**src/rtl/gpio_irq_pkg.sv**
```systemverilog
// shared types and constants for the gpio port with interrupt detect
package gpio_irq_pkg;

    // pin group size and word widths
    localparam int PIN_COUNT = 8;
    localparam int DATA_W    = 8;
    localparam int CFG_IDX_W = 3;

    // bits that take part in every register and value
    localparam logic [DATA_W-1:0] PIN_MASK =
        DATA_W'(((64'd1 << PIN_COUNT) - 64'd1) & ((64'd1 << DATA_W) - 64'd1));

    // word kinds
    typedef enum logic [1:0] {
        KIND_TICK  = 2'd0,
        KIND_READ  = 2'd1,
        KIND_WRITE = 2'd2
    } t_kind;

    // register selects for bus accesses
    typedef enum logic [1:0] {
        SEL_DATA   = 2'd0,
        SEL_RAW    = 2'd1,
        SEL_MASKED = 2'd2,
        SEL_CLEAR  = 2'd3
    } t_sel;

    // configuration register indexes
    typedef enum logic [CFG_IDX_W-1:0] {
        CFG_DIRECTION = 3'd0,
        CFG_LEVEL     = 3'd1,
        CFG_BOTH      = 3'd2,
        CFG_POLARITY  = 3'd3,
        CFG_IRQ_EN    = 3'd4
    } t_cfg_idx;

    // configuration set seen by the core
    typedef struct packed {
        logic [DATA_W-1:0] direction;
        logic [DATA_W-1:0] level_sense;
        logic [DATA_W-1:0] both_edges;
        logic [DATA_W-1:0] polarity;
        logic [DATA_W-1:0] irq_en;
    } t_cfg;

    // one input word
    typedef struct packed {
        logic [1:0]        kind;
        logic [1:0]        reg_sel;
        logic [DATA_W-1:0] bit_mask;
        logic [DATA_W-1:0] write_data;
        logic [DATA_W-1:0] pins_in;
    } t_item;

    // one result word
    typedef struct packed {
        logic [DATA_W-1:0] read_data;
        logic [DATA_W-1:0] pins_out;
        logic [DATA_W-1:0] pins_drive;
        logic              irq;
    } t_result;

endpackage

```
**src/rtl/gpio_irq_cfg.sv**
```systemverilog
// configuration register file of the gpio port
module gpio_irq_cfg import gpio_irq_pkg::*; (
    input  logic                 i_clk,
    input  logic                 i_rst_n,
    input  logic                 i_cfg_we,
    input  logic [CFG_IDX_W-1:0] i_cfg_idx,
    input  logic [DATA_W-1:0]    i_cfg_wdata,
    output t_cfg                 o_cfg
);

    t_cfg              r_cfg;
    t_cfg              n_cfg;
    logic [DATA_W-1:0] s_val;

    // unused pins always read as zero
    assign s_val = i_cfg_wdata & PIN_MASK;

    // write decode
    always_comb begin
        n_cfg = r_cfg;
        if (i_cfg_we) begin
            case (i_cfg_idx)
                CFG_DIRECTION: n_cfg.direction   = s_val;
                CFG_LEVEL:     n_cfg.level_sense = s_val;
                CFG_BOTH:      n_cfg.both_edges  = s_val;
                CFG_POLARITY:  n_cfg.polarity    = s_val;
                CFG_IRQ_EN:    n_cfg.irq_en      = s_val;
                default:       n_cfg = r_cfg;
            endcase
        end
    end

    // register storage
    always_ff @(posedge i_clk) begin
        if (!i_rst_n) begin
            r_cfg <= '0;
        end else begin
            r_cfg <= n_cfg;
        end
    end

    assign o_cfg = r_cfg;

endmodule

```
**src/rtl/gpio_irq_core.sv**
```systemverilog
// port state, event detection and register access for one word
module gpio_irq_core import gpio_irq_pkg::*; (
    input  logic    i_clk,
    input  logic    i_rst_n,
    input  logic    i_step,
    input  t_item   i_item,
    input  t_cfg    i_cfg,
    output t_result o_result
);

    logic [DATA_W-1:0] r_out_data;
    logic [DATA_W-1:0] r_last_sample;
    logic [DATA_W-1:0] r_raw_status;
    logic [DATA_W-1:0] r_pin_levels;
    logic [DATA_W-1:0] n_out_data;
    logic [DATA_W-1:0] n_last_sample;
    logic [DATA_W-1:0] n_raw_status;
    logic [DATA_W-1:0] n_pin_levels;

    logic [DATA_W-1:0] s_mask;
    logic [DATA_W-1:0] s_wdata;
    logic [DATA_W-1:0] s_pins;
    logic [DATA_W-1:0] s_rise;
    logic [DATA_W-1:0] s_fall;
    logic [DATA_W-1:0] s_one_edge;
    logic [DATA_W-1:0] s_edge_ev;
    logic [DATA_W-1:0] s_level_match;
    logic [DATA_W-1:0] s_tick_status;
    logic [DATA_W-1:0] s_rdata;

    assign s_mask  = i_item.bit_mask & PIN_MASK;
    assign s_wdata = i_item.write_data & PIN_MASK;
    assign s_pins  = i_item.pins_in & PIN_MASK;

    // per pin event detection on a sample tick
    assign s_rise        = s_pins & ~r_last_sample;
    assign s_fall        = r_last_sample & ~s_pins;
    assign s_one_edge    = (s_rise & i_cfg.polarity) | (s_fall & ~i_cfg.polarity);
    assign s_edge_ev     = (i_cfg.both_edges & (s_rise | s_fall))
                         | (~i_cfg.both_edges & s_one_edge);
    assign s_level_match = ~(s_pins ^ i_cfg.polarity);
    assign s_tick_status = (((r_raw_status | s_edge_ev) & ~i_cfg.level_sense)
                         | (s_level_match & i_cfg.level_sense)) & PIN_MASK;

    // next state
    always_comb begin
        n_out_data    = r_out_data;
        n_last_sample = r_last_sample;
        n_raw_status  = r_raw_status;
        n_pin_levels  = r_pin_levels;
        case (i_item.kind)
            KIND_TICK: begin
                n_raw_status  = s_tick_status;
                n_last_sample = s_pins;
                n_pin_levels  = s_pins;
            end
            KIND_WRITE: begin
                case (i_item.reg_sel)
                    SEL_DATA:  n_out_data   = ((r_out_data & ~s_mask) | (s_wdata & s_mask))
                                            & PIN_MASK;
                    SEL_CLEAR: n_raw_status = r_raw_status & ~s_wdata;
                    default:   n_out_data   = r_out_data;
                endcase
            end
            default: n_out_data = r_out_data;
        endcase
    end

    // read mux
    always_comb begin
        s_rdata = '0;
        if (i_item.kind == KIND_READ) begin
            case (i_item.reg_sel)
                SEL_DATA:   s_rdata = ((r_out_data & i_cfg.direction)
                                    | (r_pin_levels & ~i_cfg.direction)) & s_mask;
                SEL_RAW:    s_rdata = r_raw_status;
                SEL_MASKED: s_rdata = r_raw_status & i_cfg.irq_en;
                default:    s_rdata = '0;
            endcase
        end
    end

    // result after this word's update
    assign o_result.read_data  = s_rdata;
    assign o_result.pins_out   = n_out_data & i_cfg.direction;
    assign o_result.pins_drive = i_cfg.direction;
    assign o_result.irq        = |(n_raw_status & i_cfg.irq_en);

    // state registers
    always_ff @(posedge i_clk) begin
        if (!i_rst_n) begin
            r_out_data    <= '0;
            r_last_sample <= '0;
            r_raw_status  <= '0;
            r_pin_levels  <= '0;
        end else if (i_step) begin
            r_out_data    <= n_out_data;
            r_last_sample <= n_last_sample;
            r_raw_status  <= n_raw_status;
            r_pin_levels  <= n_pin_levels;
        end
    end

endmodule

```
**src/rtl/gpio_port_with_interrupt_detect.sv**
```systemverilog
// top level: input register, gpio core and result register
// an accepted word waits in the input register, then goes through the core into the
// result register, from which the receiver takes it
// throughput: one word per cycle; a stalled result word holds the word in the input register
// the slow path is the core's per-bit gate logic between the two registers
// reset: synchronous, active low; clears config, pin state, status and valid flags
module gpio_port_with_interrupt_detect import gpio_irq_pkg::*; (
    input  logic                 i_clk,
    input  logic                 i_rst_n,
    input  logic                 i_cfg_we,
    input  logic [CFG_IDX_W-1:0] i_cfg_idx,
    input  logic [DATA_W-1:0]    i_cfg_wdata,
    input  logic                 i_in_valid,
    output logic                 o_in_ready,
    input  logic [1:0]           i_kind,
    input  logic [1:0]           i_reg_sel,
    input  logic [DATA_W-1:0]    i_bit_mask,
    input  logic [DATA_W-1:0]    i_write_data,
    input  logic [DATA_W-1:0]    i_pins_in,
    output logic                 o_out_valid,
    input  logic                 i_out_ready,
    output logic [DATA_W-1:0]    o_read_data,
    output logic [DATA_W-1:0]    o_pins_out,
    output logic [DATA_W-1:0]    o_pins_drive,
    output logic                 o_irq
);

    t_cfg    s_cfg;
    t_result s_core_result;
    t_item   r_item;
    t_result r_result;
    logic    r_in_valid;
    logic    r_out_valid;
    logic    s_out_free;
    logic    s_adv;
    logic    s_in_take;

    // handshake control
    assign s_out_free = !r_out_valid || i_out_ready;
    assign s_adv      = r_in_valid && s_out_free;
    assign o_in_ready = !r_in_valid || s_out_free;
    assign s_in_take  = i_in_valid && o_in_ready;

    gpio_irq_cfg u_cfg (
        .i_clk       (i_clk),
        .i_rst_n     (i_rst_n),
        .i_cfg_we    (i_cfg_we),
        .i_cfg_idx   (i_cfg_idx),
        .i_cfg_wdata (i_cfg_wdata),
        .o_cfg       (s_cfg)
    );

    gpio_irq_core u_core (
        .i_clk    (i_clk),
        .i_rst_n  (i_rst_n),
        .i_step   (s_adv),
        .i_item   (r_item),
        .i_cfg    (s_cfg),
        .o_result (s_core_result)
    );

    // valid flags
    always_ff @(posedge i_clk) begin
        if (!i_rst_n) begin
            r_in_valid  <= 1'b0;
            r_out_valid <= 1'b0;
        end else begin
            if (o_in_ready) begin
                r_in_valid <= i_in_valid;
            end
            if (s_adv) begin
                r_out_valid <= 1'b1;
            end else if (i_out_ready) begin
                r_out_valid <= 1'b0;
            end
        end
    end

    // payload registers
    always_ff @(posedge i_clk) begin
        if (s_in_take) begin
            r_item.kind       <= i_kind;
            r_item.reg_sel    <= i_reg_sel;
            r_item.bit_mask   <= i_bit_mask;
            r_item.write_data <= i_write_data;
            r_item.pins_in    <= i_pins_in;
        end
        if (s_adv) begin
            r_result <= s_core_result;
        end
    end

    assign o_out_valid  = r_out_valid;
    assign o_read_data  = r_result.read_data;
    assign o_pins_out   = r_result.pins_out;
    assign o_pins_drive = r_result.pins_drive;
    assign o_irq        = r_result.irq;

    // input register never drops a waiting word
    a_in_hold: assert property (@(posedge i_clk) disable iff (!i_rst_n)
        r_in_valid && !s_adv |=> r_in_valid)
        else $error("waiting input word lost");

    // an empty input register always takes a word
    a_in_ready: assert property (@(posedge i_clk) disable iff (!i_rst_n)
        !r_in_valid |-> o_in_ready)
        else $error("empty input register not ready");

    // only reads give nonzero read data
    a_read_zero: assert property (@(posedge i_clk) disable iff (!i_rst_n)
        s_adv && (r_item.kind != KIND_READ) |=> o_read_data == '0)
        else $error("read data nonzero for a non-read word");

    // input pins never show output data
    a_pins_out: assert property (@(posedge i_clk) disable iff (!i_rst_n)
        o_out_valid |-> (o_pins_out & ~o_pins_drive) == '0)
        else $error("output data on an input pin");

    // an advancing word always lands in the result register
    a_out_load: assert property (@(posedge i_clk) disable iff (!i_rst_n)
        s_adv |=> o_out_valid)
        else $error("result word not loaded");

endmodule
```
**config.mk**
```make
export PLATFORM = sky130hd
export DESIGN_NAME = gpio_port_with_interrupt_detect
export DESIGN_NICKNAME = d
export VERILOG_FILES = /design/src/rtl/gpio_irq_pkg.sv /design/src/rtl/gpio_irq_cfg.sv /design/src/rtl/gpio_irq_core.sv /design/src/rtl/gpio_port_with_interrupt_detect.sv
export SDC_FILE = /design/constraint.sdc
export NUM_CORES = 1
export LEC_CHECK = 0
export ABC_AREA = 1
export BUFFER_PORTS_ARGS = -buffer_cell sky130_fd_sc_hd__buf_4
export CORE_MARGIN = 2
export CORE_UTILIZATION = 50
export DETAILED_ROUTE_END_ITERATION = 10
export PLACE_DENSITY_LB_ADDON = 0.12
export RECOVER_POWER = 50
export SLEW_MARGIN = 0
export SYNTH_ARGS = -nofsm -noshare
export SYNTH_HDL_FRONTEND = slang
export SYNTH_SLANG_ARGS = --single-unit
```
**constraint.sdc**
```tcl
create_clock -name i_clk -period 1.8 [get_ports i_clk]
set_clock_uncertainty 0.1 [all_clocks]
set_input_delay 0.18 -clock i_clk [delete_from_list [all_inputs] [get_ports i_clk]]
set_output_delay 0.18 -clock i_clk [all_outputs]
set_load 0.02 [all_outputs]
```
[Word-level counts from Yosys, hierarchy flattened]
Cells that the tools add are included.
Word-level totals
  register bits after elaboration: 119
  output and inout port bits: 27
  logic and storage cells: 86
Operators by class
  equality and inequality tests: 9
  mux-type cells: 7
  bitwise operators: 34
  reductions and logical operators: 17
Operators by type and width (number)
  AND 8 bit: 17
  inverter 8 bit: 9
  OR 8 bit: 7
  two-way mux 8 bit: 3
  one-hot mux 8 bit (3 select lines): 1
  one-hot mux 8 bit (2 select lines): 1
  AND reduction 2 bit: 6
  OR reduction 8 bit: 1
  XOR 8 bit: 1
  equality test 2 bit, second input constant: 3
  equality test 3 x 2 -> 1 bit, second input constant: 2
  equality test 2 x 1 -> 1 bit, second input constant: 2
  zero test 2 bit: 2
  equality test 3 x 1 -> 1 bit, second input constant: 1
  equality test 3 bit, second input constant: 1
  zero test 3 bit: 1
  logical AND 1 bit: 2
  zero test 1 bit: 2
  logical OR 1 bit: 2
  two-way mux 1 bit: 2
  nonzero test 2 bit: 1

[Logic depth before layout (Yosys ltp)]
Gate-level depths: netlist of the first run.
  depth in word-level cells: 12
  depth in mapped cells: 12

[Hierarchy]
A second synthesis of the first run with hierarchy kept.
Unflattened totals
  cell total of the unflattened synthesis: 674
  area total of the unflattened synthesis: 5582.9 um2
By module, submodules not included
  gpio_irq_core: times used 1, cells an instance 371, area each 2280.9 um2, sequential area each 480.5 um2
  gpio_port_with_interrupt_detect: times used 1, cells an instance 66, area each 1686.6 um2, sequential area each 1631.6 um2
  gpio_irq_cfg: times used 1, cells an instance 237, area each 1615.3 um2, sequential area each 800.8 um2

[Least setup slack after synthesis of the first run]
OpenSTA, ideal clock, no wires.
  kind: register -> register
  start: register r_out_valid, in the netlist o_out_valid
  end: register r_result, in the netlist o_irq (enable)
  setup time: 399 ps
  data arrival time: 1609 ps
  path slack: -308 ps
  cell stages (with the launch flop): 5
  path through: dfxtp_1 -> nand2_1 -> nand2_1 -> inv_1 -> clkbuf_1
Between the ends
  longest elaborated chain between the ends: 3
Ends and longest elaborated chain
  from (decl): RTL line gpio_port_with_interrupt_detect.sv:33  | logic r_out_valid;
  from (signal assigned): RTL line gpio_port_with_interrupt_detect.sv:66  | r_out_valid <= 1'b0;
  from (signal assigned): RTL line gpio_port_with_interrupt_detect.sv:72  | r_out_valid <= 1'b1;
  from (signal assigned): RTL line gpio_port_with_interrupt_detect.sv:74  | r_out_valid <= 1'b0;
  zero test 1 bit: RTL line gpio_port_with_interrupt_detect.sv:39  | assign s_out_free = !r_out_valid || i_out_ready;
  logical OR 1 bit: RTL line gpio_port_with_interrupt_detect.sv:39
  logical AND 1 bit: RTL line gpio_port_with_interrupt_detect.sv:40  | assign s_adv = r_in_valid && s_out_free;
  via s_adv: RTL line gpio_port_with_interrupt_detect.sv:35  | logic s_adv;
  to (signal assigned): RTL line gpio_port_with_interrupt_detect.sv:89  | r_result <= s_core_result;
  to (decl): RTL line gpio_port_with_interrupt_detect.sv:31  | t_result r_result;
The timed path passes the listed nets, and every way through them passes these cells.
A chain may end at the register's enable or synchronous reset.

==> results of run 1 <==
-- through the flow --
stage | worst slack (ns) | util [%]
after floorplan | 0.009110 | -
after global placement | 0.06023 | 58.77
after detailed placement | 0.04316 | 58.77
after CTS | 0.03003 | 68.08
after global routing | -0.04620 | 67.79
final | 0.04845 | 67.79
-- power by group through the flow --
stage | registers (mW) | clock network [mW] | logic [mW]
global route | 3.05 | 3.29 | 0.710
detailed placement | 3.09 | 0 | 0.573
CTS | 3.04 | 3.14 | 0.646
floorplan | 3.10 | 0 | 0.300
finish | 3.04 | 3.12 | 0.634
global placement | 3.09 | 0 | 0.561
-- critical path: stages, from the launching register on --
cell      delay, ns
edfxtp_1       0.43
inv_1          0.13
nand2_1        0.09
buf_4          0.15
nor3_1         0.19
a21oi_1        0.10
nand3_1        0.11
nand2_1        0.06
nor2_1         0.10
nand2_1        0.05
-- per-layer routing --
layer | track usage [%] | share of wire (%) | vias to the layer above
li1 | - | - | 2269
met4 | 10.02 | 2.3 | 0
met1 | 28.40 | 42 | 2122
met3 | 6.565 | 4.0 | 21
met5 | 0 | 0 | -
met2 | 46.59 | 52 | 106
-- cell families after synthesis --
| kind of cell | Yosys count | synth area share (%) |
|---|---|---|
| adder cells (fa/ha/maj) | 16 | 3.794 |
| AND/OR/NAND/NOR | 211 | 16.77 |
| XOR/XNOR | 5 | 0.8299 |
| multiplexers | 7 | 1.328 |
| flip-flops | 119 | 55.21 |
| buffers and inverters | 107 | 7.991 |
| AO/OA/AOI/OAI | 146 | 14.09 |
-- final timing paths --
check | startpoint | endpoint | slack, ns
hold reg to reg | u_cfg.o_cfg[26] | u_cfg.o_cfg[26] | 0.37
hold / removal | i_rst_n | u_cfg.o_cfg[17] | 0.04
setup reg to reg | r_item[26] | o_irq | 0.05
setup / recovery | r_item[26] | o_irq | 0.05
-- registers in the layout (all words and copies together), names as in the netlist, 8 cells and up --
signal	cells
u_cfg.o_cfg	40
r_item	28
o_pins_drive	8
o_pins_out	8
o_read_data	8
u_core.r_last_sample	8
u_core.r_out_data	8
u_core.r_raw_status	8
-- final cells by class --
cell class                 instances  area share [%]
tap                              136           2.443
timing repair buffer             126           14.75
sequential                       119           41.81
inverter                          89           4.795
multi-input combinational        385           28.21
clock inverter                     7          0.5927
clock buffer                      25           7.399
-- repair_timing --
item | 4_1_cts | 5_1_grt
endpoints found under the hold margin | 70 | 0
gates resized for setup | 0 | 6
hold buffers | 40 | 0
endpoints found under the setup margin | 0 | 2
buffers inserted | 0 | 2
-- cell usage in the layout, fill, tap and decap left out, drive strengths merged --
master / Yosys / final
nand2: 99 / 99
inv: 89 / 90
o21ai: 73 / 73
nor2: 70 / 70
clkbuf: 11 / 69
dfxtp: 66 / 66
a21oi: 64 / 64
edfxtp: 53 / 53
buf: 7 / 42
dlygate4sd3: 0 / 40
nand3: 32 / 32
ha: 16 / 16
a31oi: 8 / 8
mux2i: 7 / 7
nand3b: 5 / 5
xor2: 5 / 5
clkinv: 0 / 4
nor3: 3 / 3
clkinvlp: 0 / 2
and2: 1 / 1
o21bai: 1 / 1
or2: 1 / 1
==> results by group, run 1 <==
Die
  – Io pins: 71
  – Die W: 106.7 um
  – Die area: 11390 sq um
  – Site Rows: 37
  – Chip height: 106.7 um
  – Starting density of the core: 51.34%
  – Core area: 10280 sq um

Power and ir drop
  – Tot Pwr: 6.795 mW
  – Switching part of the total power: 23.80%
  – Clk pwr share: 45.9%
  – Net switching power: roughly 1.6 mW
  – Logic pwr share: 9.3%
  – PwrDens: approximately 980 nW/um^2
  – Leak: 2.988 nW
  – Sequential power share: 44.8%
  – P_int: 5.177 mW
  – Worst vdd ir: 0.9036 mV

Detailed routing
  – Drc violations: 0
  – Final wirelength: 13.56 mm
  – Wire per inst: 15.28 um
  – Drt first pass iters: 5
  – DR vias/cell: 5.094
  – DRT antenna net count: 0
  – First DRT Iteration DRCs: 243
  – Via count: 4518

Clock network
  – Number of H-tree levels: 4
  – CTS tree: built
  – TritonCTS Buffers: 17
  – Clock Sinks: 119
  – Clock Tree Buf Depth: 2
  – Worst skew pair latency: approximately 0.52 ns
  – CTS Root Cell: clkbuf_8
  – Reg clk slew, reported paths: about 0.060 ns

Layout
  – Area of the multi-input gates: 1966 sq um
  – FF/Latch Area: 2913 sq um
  – Final Net Count: 798
  – Share of layout cells above drive strength 1: 15.45%
  – Finished Layout Cells: 887
  – Finished Cell Area: 6967 sq um
  – Area growth syn-to-layout: 32.04%
  – Fillers: 857
  – N_diodes: 0

Synthesis
  – FF+latch count, synth: 119
  – Sequential share of the synthesized area: a little under three fifths
  – Leading area contributor after synthesis: edfxtp_1
  – Yosys warning count: 0
  – Synth cell types: 27
  – Synthesized area: about 5300 sq um
  – Syn avg cell area: 8.636 sq um
  – Syn nets: about 670
  – Top FF cell, synth: dfxtp_1
  – Post-synth top cells: nand2_1 (97), inv_1 (86), o21ai_0 (73), nor2_1 (68), dfxtp_1 (66)
  – Post-synth ARST share: 0%
  – Mapped Cells: 611
  – Post-synth EDFFs: 53
  – Top cells by area, synth: edfxtp_1 (30%), dfxtp_1 (25%), o21ai_0 (6.9%), nand2_1 (6.9%), inv_1 (6.1%)
  – Most common cell in the netlist: nand2_1
  – Post-synth top area share: 30.16%

Global routing
  – Antenna violations before repair: 0
  – First-pass GRT wire length: between 20 and 25 mm
  – Grt total ovfl: 0
  – Largest net degree at the start of global routing: 65
  – Vias in the first global route: between 4000 and 5000
  – GRT Overall Usage: around a quarter

Worst hold path
  – Hold depth: 4
  – HP Class: primary input to flip-flop

Timing
  – Slew Limit Fails: 0
  – Period utilization: 97.31%
  – Slew @ Worst Pin: between 0.5 and 0.6 ns
  – Worst rel slew slack: 66.40%
  – Final setup fails: 0
  – Total negative slack: 0 ns
  – Hold Slack: 0.03966 ns
  – RSZ-0062 raised after global routing: true
  – Fmax: roughly 0.57 GHz
  – Minimum clock period: 1.752 ns
  – Final hold viol count: 0

Setup path
  – CP max FO: 3
  – Crit path launch type: flip-flop
  – Crit end category: flip-flop
  – Critical path class: flip-flop to flip-flop
  – Critical Path RT: ~2.0 ns
  – Reg2reg path depth: 9
  – Worst Path Arrival: 1.93 ns

Placement
  – Global placement routability congestion: 0.8489
  – Cells after DPL: roughly 810
  – Area after DPL: 6040 sq um
  – HPWL Detailed: slightly below 9 mm
  – Port buffer count: 70

Outcome
  – Result of the run: complete, no violations

Run
  – Max-Cap Viols: 0
No activity file was read; power rests on OpenSTA's default activity.
==> run 2, diff against run 1 <==
--- a/config.mk
+++ b/config.mk
@@ -5,9 +5,7 @@
 export SDC_FILE = /design/constraint.sdc
 export NUM_CORES = 1
 export LEC_CHECK = 0
-export ABC_AREA = 1
 export BUFFER_PORTS_ARGS = -buffer_cell sky130_fd_sc_hd__buf_4
-export CORE_MARGIN = 2
 export CORE_UTILIZATION = 50
 export DETAILED_ROUTE_END_ITERATION = 10
 export PLACE_DENSITY_LB_ADDON = 0.12
==> run 2 against run 1 <==
  * The flow now finishes with violations (negative setup slack)
  * Utilization is 3.6 points higher
  * Global-route usage is 1.3 points higher
  * Cell count is 9.1% lower
  * Worst setup slack worse by 0.29 ns
  * Largest power group unchanged
==> results by group, run 2 <==
Synthesis
  – FF+latch count, synth: 119 (unchanged)
  – Post-synth EDFFs: 53 (unchanged)
  – Synth cell types: 41 (+52%)
  – Post-synth top area share: 29.89% (-0.28 points)
  – Sequential share of the synthesized area: 54.70% (-0.51 points)
  – Post-synth top cells: nand2_1 (107), dfxtp_1 (66), edfxtp_1 (53), a21boi_0 (44), nor2b_1 (29)
  – Syn nets: 564 (-16%)
  – Top FF cell, synth: dfxtp_1
  – Top cells by area, synth: edfxtp_1 (30%), dfxtp_1 (25%), nand2_1 (7.5%), a21boi_0 (6.2%), mux2i_1 (4.7%)
  – Syn avg cell area: 10.57 sq um (+22%)
  – Leading area contributor after synthesis: edfxtp_1
  – Yosys warning count: 0 (unchanged)
  – Mapped Cells: 504 (-18%)
  – Most common cell in the netlist: nand2_1
  – Synthesized area: 5325 sq um (+0.92%)
  – Post-synth ARST share: 0% (unchanged)

Die
  – Core area: 10320 sq um (+0.45%)
  – Starting density of the core: 51.58% (+0.24 points)
  – Site Rows: 37 (unchanged)
  – Io pins: 71 (unchanged)
  – Die area: 11070 sq um (-2.8%)
  – Chip height: 105.2 um (-1.4%)
  – Die W: 105.2 um (-1.4%)

Detailed routing
  – Wire per inst: 17.68 um (+16%)
  – Drc violations: 0 (unchanged)
  – DRT antenna net count: 0 (unchanged)
  – DR vias/cell: 5.380 (+5.6%)
  – Drt first pass iters: 4 (-1)
  – Via count: 4336 (-4.0%)
  – Final wirelength: 14.25 mm (+5.1%)
  – First DRT Iteration DRCs: 266 (+9.5%)

Timing
  – Period utilization: 113.4% (+16 points)
  – Worst rel slew slack: 44.36% (-22 points)
  – RSZ-0062 raised after global routing: true
  – Slew Limit Fails: 0 (unchanged)
  – Fmax: 0.4898 GHz (-14%)
  – Total negative slack: -0.3423 ns (-0.3423 ns)
  – Slew @ Worst Pin: 0.8346 ns (+0.3312 ns)
  – Final hold viol count: 0 (unchanged)
  – Final WS setup: -0.2418 ns (-0.2903 ns)
  – Final setup fails: 3 (+3)
  – Minimum clock period: 2.042 ns (+0.2903 ns)

Global routing
  – First-pass GRT wire length: 21.94 mm (-0.87%)
  – Antenna violations before repair: 0 (unchanged)
  – Grt total ovfl: 0 (unchanged)
  – GRT Overall Usage: 26.88% (+1.3 points)
  – Largest net degree at the start of global routing: 67 (+3.1%)
  – Vias in the first global route: 4254 (-9.5%)

Layout
  – Commonest non-fill, non-tap cell in the layout: nand2_1
  – Final Net Count: 717 (-10%)
  – Share of layout cells above drive strength 1: 24.93% (+9.5 points)
  – Max reg flops: 40 (unchanged)
  – Area of the multi-input gates: 2401 sq um (+22%)
  – N_diodes: 0 (unchanged)
  – Area growth syn-to-layout: 38.49%
  – Most frequent cells in the layout: nand2_1 (95), dfxtp_1 (66), buf_4 (64), edfxtp_1 (53)
  – Fillers: 776 (-9.5%)
  – FF/Latch Area: 2913 sq um (unchanged)

Setup path
  – Reg2reg path depth: 7 (-2)
  – CP max FO: 3 (unchanged)
  – Worst R2R Setup Slack: -0.24 ns (-0.29 ns)
  – Largest stage delay on the critical path: 0.39 ns (-0.04 ns)
  – Reg2reg end: o_irq
  – Critical path class: flip-flop to flip-flop
  – Cell family with most CP delay: compound AO/OA/AOI/OAI gates
  – Worst Path Arrival: 2.21 ns (+0.28 ns)
  – Critical Path RT: 1.97 ns (about the same)
  – Crit path launch type: flip-flop
  – Crit end category: flip-flop
  – CP bufs+invs: 1 (-1)
  – CP cell instances: inv_1 > ha_2 > mux2_2 > o311a_1 > o211ai_1 > and4_1 > nand4_1
  – Slowest CP cell: edfxtp_1
  – Reg-to-Reg Start: r_item[0]

Clock network
  – Clock Tree Buf Depth: 2 (unchanged)
  – CTS Root Cell: clkbuf_8
  – Clock Sinks: 119 (unchanged)
  – Worst skew pair latency: 0.53 ns (about the same)
  – Reg clk slew, reported paths: 0.06 ns (about the same)
  – TritonCTS Buffers: 17 (unchanged)
  – Number of H-tree levels: 4 (unchanged)
  – CTS tree: built

Worst hold path
  – Min-delay src: i_rst_n
  – Hold depth: 2 (-2)
  – Hold endpoint: u_cfg.o_cfg[26]
  – HP Class: primary input to flip-flop

Placement
  – HPWL Detailed: 9.070 mm (+2.1%)
  – Port buffer count: 70 (unchanged)
  – Global placement routability congestion: 0.8571 (+0.97%)

Run
  – Max-Cap Viols: 0 (unchanged)

Power and ir drop
  – Worst vdd ir: 0.8533 mV (-5.6%)
  – Leak: 2.955 nW (-1.1%)
  – PwrDens: 914.0 nW/um^2 (-6.3%)
  – Tot Pwr: 6.740 mW (-0.80%)

Outcome
  – Failing checks: negative setup slack
  – Result of the run: finished, violations left
## run 2: cell types whose count changed after synthesis, moves of 8 or more
| cell | change |
|---|---|
| a21boi_0 | +44 |
| a21o_1 | +8 |
| a21oi_1 | -57 |
| a32oi_1 | +14 |
| inv_1 | -70 |
| mux2i_1 | +18 |
| nand2_1 | +10 |
| nand3_1 | -22 |
| nor2_1 | -51 |
| nor2b_1 | +29 |
| o21ai_0 | -61 |
## run 2: logic make-up (layout without fill, tap and decap cells)
family                   after synthesis  count (layout)  share of synthesized area [%]
buffers and inverters                 36             202                          2.726
AO/OA/AOI/OAI                        101             101                          13.98
XOR/XNOR                               8               8                          1.316
AND/OR/NAND/NOR                      192             192                          17.34
multiplexers                          32              32                          6.180
flip-flops                           119             119                          54.70
adder cells (fa/ha/maj)               16              16                          3.759
## run 2: through the flow
stage	worst slack (ns)	hold slack [ns]	utilization (%)	instances	instance area (sq um)
finish	-0.2418	0.08379	71.43	806	7375
global route	-0.3413	0.09485	71.43	806	7375
CTS	-0.2264	0.01459	70.50	802	7278
detailed placement	-0.2415	0.2593	60.96	730	6294
global placement	-0.2007	0.2581	60.96	730	6294
floorplan	-0.1025	0.1789	-	504	5336
## run 2: where the power goes
group	internal [mW]	leakage, nW	switching [mW]
clock network	2.04	0.286	1.16
registers	2.92	1.04	0.0792
logic	0.272	1.62	0.274
total	5.23	2.96	1.51
## run 2: layout make-up
type | count | share of cell area [%]
clock buffer | 26 | 7.346
clock inverter | 6 | 0.4411
inverter | 17 | 0.8992
multi-input combinational | 349 | 32.56
sequential | 119 | 39.50
tap | 136 | 2.307
timing repair buffer | 153 | 16.95
## run 2: how the worst max path moves through the flow
stage / slack (ns) / startpoint / endpoint / cells past startpoint
2_1_floorplan: -0.10 / r_item[0] / o_irq / 7
3_3_place_gp: -0.20 / r_item[0] / o_irq / 7
3_5_place_dp: -0.24 / r_item[5] / o_irq / 6
4_1_cts: -0.23 / r_item[5] / o_irq / 6
5_1_grt: -0.34 / r_item[0] / o_irq / 7
6_report: -0.24 / r_item[0] / o_irq / 7
## run 2: routing by layer
metal / part of all wire [%] / vias to the layer above / global-route usage [%] / routed length (um)
met3: 5.2 / 22 / 6.363 / 742
met4: 2.0 / 0 / 12.58 / 282
met1: 44 / 2093 / 34.42 / 6336
met5: 0 / - / 0 / 0
met2: 48 / 133 / 42.86 / 6892
li1: - / 2088 / - / -
## run 2: timing repair
item                                    CTS  global route
cloned                                    0             1
endpoints found under the setup margin    2            20
gates resized for setup                   5            37
pin swaps                                 4            23
setup buffers                             2             5
endpoints found under the hold margin    70             0
hold buffers                             38             0
